--- src/rtl/rcpt_pkg.sv ---
// Shared types, sizes and codes for the residue class propensity table.
`timescale 1ns / 1ps
package rcpt_pkg;

  localparam int NUM_KINDS   = 20;
  localparam int NUM_CLASSES = 7;
  localparam int COUNT_BITS  = 24;

  localparam int RES_W     = 5;
  localparam int CLS_W     = 3;
  localparam int RATIO_W   = 32;
  localparam int FRAC_BITS = 16;

  localparam int NUM_CELLS = NUM_KINDS * NUM_CLASSES;
  localparam int CELL_AW   = $clog2(NUM_CELLS);
  localparam int KIND_AW   = $clog2(NUM_KINDS);
  localparam int CLS_AW    = $clog2(NUM_CLASSES);

  localparam int RES_TOT_W = COUNT_BITS + $clog2(NUM_CLASSES);
  localparam int CLS_TOT_W = COUNT_BITS + $clog2(NUM_KINDS);
  localparam int GRAND_W   = COUNT_BITS + $clog2(NUM_CELLS);

  localparam int MUL_A_W = CLS_TOT_W;
  localparam int MUL_B_W = GRAND_W;
  localparam int NUM_W   = COUNT_BITS + GRAND_W;
  localparam int DEN_W   = RES_TOT_W + CLS_TOT_W;
  localparam int STEP_W  = $clog2(RATIO_W);

  localparam logic [RES_W:0] KINDS_LIM   = (RES_W + 1)'(NUM_KINDS);
  localparam logic [CLS_W:0] CLASSES_LIM = (CLS_W + 1)'(NUM_CLASSES);

  typedef enum logic [1:0] {
    OP_COUNT = 2'd0,
    OP_QUERY = 2'd1,
    OP_CLEAR = 2'd2
  } op_e;

  typedef struct packed {
    logic [1:0]       op;
    logic [RES_W-1:0] residue;
    logic [CLS_W-1:0] env_class;
    logic             standard;
  } item_t;

  typedef struct packed {
    logic [RES_W-1:0]   residue_out;
    logic [CLS_W-1:0]   class_out;
    logic [RATIO_W-1:0] ratio;
    logic               defined;
    logic               saturated;
  } result_t;

  typedef struct packed {
    logic                  en;
    logic [CELL_AW-1:0]    addr;
    logic [COUNT_BITS-1:0] data;
  } cell_wr_t;

  typedef struct packed {
    logic               done;
    logic               sat;
    logic [RATIO_W-1:0] quo;
  } div_res_t;

endpackage

--- src/rtl/rcpt_divider.sv ---
// Restoring divider: one quotient bit per cycle, Q16.16 with saturation.
`timescale 1ns / 1ps
module rcpt_divider (
  input  logic                        clk_i,
  input  logic                        rst_ni,
  input  logic                        start_i,
  input  logic [rcpt_pkg::NUM_W-1:0]  num_i,
  input  logic [rcpt_pkg::DEN_W-1:0]  den_i,
  output rcpt_pkg::div_res_t          res_o
);
  import rcpt_pkg::*;

  localparam int CMP_W = (NUM_W > DEN_W + FRAC_BITS) ? NUM_W : DEN_W + FRAC_BITS;

  logic                 run_q;
  logic                 done_q;
  logic                 sat_q;
  logic [STEP_W-1:0]    step_q;
  logic [DEN_W-1:0]     rem_q;
  logic [DEN_W-1:0]     den_q;
  logic [RATIO_W-1:0]   lo_q;
  logic [RATIO_W-1:0]   quo_q;

  logic                 sat_hit;
  logic [DEN_W:0]       trial;
  logic                 ge;
  logic [DEN_W:0]       diff;

  assign sat_hit = CMP_W'(num_i) >= CMP_W'({den_i, {FRAC_BITS{1'b0}}});
  assign trial   = {rem_q, lo_q[RATIO_W-1]};
  assign ge      = trial >= {1'b0, den_q};
  assign diff    = trial - {1'b0, den_q};

  always_ff @(posedge clk_i or negedge rst_ni) begin
    if (!rst_ni) begin
      run_q  <= 1'b0;
      done_q <= 1'b0;
      sat_q  <= 1'b0;
      step_q <= '0;
      rem_q  <= '0;
      den_q  <= '0;
      lo_q   <= '0;
      quo_q  <= '0;
    end else begin
      done_q <= 1'b0;
      if (start_i) begin
        den_q  <= den_i;
        step_q <= '0;
        if (sat_hit) begin
          sat_q  <= 1'b1;
          quo_q  <= '1;
          done_q <= 1'b1;
        end else begin
          sat_q <= 1'b0;
          quo_q <= '0;
          rem_q <= DEN_W'(num_i >> FRAC_BITS);
          lo_q  <= {num_i[FRAC_BITS-1:0], {(RATIO_W - FRAC_BITS){1'b0}}};
          run_q <= 1'b1;
        end
      end else if (run_q) begin
        rem_q  <= ge ? diff[DEN_W-1:0] : trial[DEN_W-1:0];
        quo_q  <= {quo_q[RATIO_W-2:0], ge};
        lo_q   <= {lo_q[RATIO_W-2:0], 1'b0};
        step_q <= step_q + STEP_W'(1);
        if (step_q == STEP_W'(RATIO_W - 1)) begin
          run_q  <= 1'b0;
          done_q <= 1'b1;
        end
      end
    end
  end

  assign res_o = '{done: done_q, sat: sat_q, quo: quo_q};

endmodule
--- config.mk ---
export PLATFORM = sky130hd
export DESIGN_NAME = rcpt_divider
export DESIGN_NICKNAME = d
export VERILOG_FILES = /design/src/rtl/rcpt_pkg.sv /design/src/rtl/rcpt_divider.sv
export SDC_FILE = /design/constraint.sdc
export NUM_CORES = 1
export LEC_CHECK = 0
export BUFFER_PORTS_ARGS = -buffer_cell sky130_fd_sc_hd__clkbuf_2
export CORE_MARGIN = 8
export CORE_UTILIZATION = 35
export CTS_CLUSTER_SIZE = 14
export DETAILED_ROUTE_END_ITERATION = 10
export GPL_TIMING_DRIVEN = 0
export SYNTH_ARGS = -nofsm -noshare
export SYNTH_HDL_FRONTEND = slang
export SYNTH_SLANG_ARGS = --single-unit
--- constraint.sdc ---
create_clock -name clk_i -period 3.3 [get_ports clk_i]
set_input_delay 0.33 -clock clk_i [delete_from_list [all_inputs] [get_ports clk_i]]
set_output_delay 0.33 -clock clk_i [all_outputs]
set_load 0.01 [all_outputs]
==> flow_summary.json <==
{
  "outcome": "complete, no violations",
  "h-tree-depth": 4,
  "synth_edf_count": 0,
  "p_switching_mw": 5.259,
  "clock_latency_ps": 450,
  "overflow": 0,
  "yosysTopAreaCell": "dfrtp_1",
  "worstPathRequired_ps": 3640,
  "relSlewSlack_pct": 30.65,
  "maxSlewViolCount": 0,
  "antenna_found_initial": 0,
  "ys.flop_type": "dfrtp_1",
  "place_congestion": 0.9286,
  "place_hpwl_mm": 32.07,
  "finalHoldViolations": 0,
  "wl_per_cell_um": 20.00,
  "syn2layout_area_growth_pct": 20.00,
  "drtAntennaViolNets": 0,
  "yosysMostFrequentCell": "nand2_1",
  "irDropWorstVdd_uv": 445.9,
  "p_clk_share_pct": 17.8,
  "fin_crit_ps": 3282,
  "fin_nets": 1838,
  "route.detailed.drc": 0,
  "async_reset_ff_share_pct": 100.0,
  "fmax_mhz": 304.7,
  "cts_tree": "done",
  "setup-tns-final_ps": 0,
  "syn-instance-count": 1446,
  "startpoint_type": "flop",
  "die-area_um2": 41140,
  "synth.area.top_cells": "dfrtp_1 (34%), ha_1 (10%), a21oi_1 (6.7%)",
  "tightestPinTransition_ps": 1040,
  "drt_iter0_markers": 774,
  "worstSetupPathType": "reg2reg",
  "ys_ff_latch": 168,
  "cts_buffer_depth": 2,
  "end_kind": "flop",
  "p_seq_share_pct": 25.2,
  "setup_violations": 0,
  "pin_count": 149,
  "utilization_pct": 42.55,
  "io_buffers": 148,
  "diodes": 0,
  "cts-root-buf": "clkbuf_16",
  "yosys_warnings": 0,
  "p_leak_nw": 7.136,
  "drive_gt1_share_pct": 20.04,
  "cp_max_fo": 10,
  "fin_area_um2": 14660,
  "vias": 11460,
  "rows": 68,
  "syn_nets": 1660,
  "arrival_ps": 3620,
  "wirelength_mm": 41.83,
  "cts_made_buffers": 17,
  "power_frac_comb_pct": 57.0,
  "grt_pass1_vias": 11580,
  "vias_per_cell": 5.476,
  "placed_cell_area_um2": 13560,
  "yosysSeqAreaShare_pct": 34.41,
  "switching_share_pct": 45.25,
  "fin_worst_skew_ps": 7.216,
  "grt_pass1_wl_mm": 64.94,
  "die_h_um": 202.8,
  "synth_top_area_share_pct": 34.41,
  "synth_area_per_cell_um2": 8.449,
  "grt.total_usage_pct": 19.91,
  "hold_class": "in2reg",
  "synth_cell_type_count": 70,
  "floorplan.initialDensity_pct": 35.45,
  "first_pass_iters": 5,
  "fin_crit_sh_pct": 99.46,
  "die_x_um": 202.8,
  "power.internal_mw": 6.362,
  "grt_max_degree": 97,
  "syn_area_um2": 12220,
  "whs_ps": 96.11,
  "power_density_nw_per_um2": 792.7,
  "drv_cap": 0,
  "yosys-top-cells-count": "nand2_1 (174), dfrtp_1 (168), a21oi_1 (163)",
  "path_clk_slew_ps": 70,
  "core_um2": 34460,
  "cts.sinks": 168
}
-- path summary, 6_finish.rpt --
check / startpoint / end / slack (ps) / cells after the start
max: rem_q[6] / rem_q[6] / 20 / 14
min: den_i[10] / den_q[10] / 100 / 3
max reg2reg: rem_q[6] / rem_q[6] / 20 / 14
min reg2reg: lo_q[26] / lo_q[26] / 480 / 2
max in group asynchronous: rst_ni / rem_q[15] / 1960 / 3
min in group asynchronous: rst_ni / den_q[43] / 450 / 2
-- per-stage QoR --
step / std cells / setup slack [ps] / total power, mW
CTS: 2085 / -68.12 / 11.05
finish: 2092 / 17.86 / 11.62
global placement: 2049 / -1324 / 8.742
detailed placement: 2050 / -1220 / 8.784
floorplan: 1446 / 314.8 / 7.178
global route: 2092 / -44.42 / 12.40
-- power groups by stage --
stage,sequential [mW],clock [mW],combinational [mW]
after floorplan,2.82,0,4.35
after global placement,2.92,0,5.83
after detailed placement,2.92,0,5.86
after CTS,2.89,2.11,6.05
after global routing,2.98,2.18,7.25
final,2.92,2.07,6.63
-- state kept, by name (all words and copies together) (netlist names) --
| register | cells |
|---|---|
| done_q | 1 |
| quo_q | 32 |
| run_q | 1 |
| step_q | 5 |
| sat_q | 1 |
| den_q | 56 |
| rem_q | 56 |
| lo_q | 16 |
-- cells by family after synthesis --
family / share of synthesized area, %
buffers and inverters: 6.790
AND/OR/NAND/NOR: 13.23
multiplexers: 7.118
XOR/XNOR: 3.871
adder cells (fa/ha/maj): 10.20
flip-flops: 34.41
AO/OA/AOI/OAI: 24.38
-- layout make-up --
class,instances,area (um^2)
Sequential cell,168,4208
Clock buffer,18,439.2
Clock inverter,14,152.6
Multi-Input combinational cell,1082,7491
Fill cell,3509,19800
Inverter,110,412.9
Buffer,76,427.9
Timing Repair Buffer,169,959.7
Tap cell,455,569.3
-- worst max-delay path: stages (launching register included) --
cell	delay, ps
dfrtp_1	450
ha_4	240
buf_6	130
and3_1	180
a221o_1	310
a21o_1	210
a21oi_2	200
or4_4	190
nand3_4	70
a211o_1	380
buf_6	190
clkbuf_16	170
buf_8	150
o21ai_0	190
o21bai_1	80
-- timing repair --
item,CTS,global route
cloned,0,2
gates resized for setup,24,71
hold endpoints to repair,72,0
pin swaps,2,17
hold buffers,1,0
setup endpoints to repair,107,58
setup buffers,3,14
-- per-layer routing --
metal | part of all wire (%) | routed length, um | global-route usage [%] | vias up
met5 | 0 | 0 | 0 | -
met4 | 3.1 | 1294 | 6.838 | 0
met3 | 5.4 | 2265 | 3.969 | 70
met2 | 48 | 20020 | 33.60 | 306
met1 | 44 | 18250 | 25.05 | 5565
li1 | - | - | - | 5514
-- layout by cell type (no fill, tap or decap), types with 15 or more instances in the layout --
cell type / instances
xnor2_1: 35
nand2_1: 170
clkbuf_2: 152
a22oi_1: 15
clkbuf_16: 18
a21oi_1: 156
mux2i_1: 70
clkbuf_1: 37
nand4_1: 22
nor2_1: 62
dfrtp_1: 165
ha_1: 87
a211oi_1: 24
o21ai_0: 134
xor2_1: 19
buf_4: 23
o21ai_1: 21
inv_1: 107
a21o_1: 30
nand3_1: 15
(Power assumes the default switching activity.)
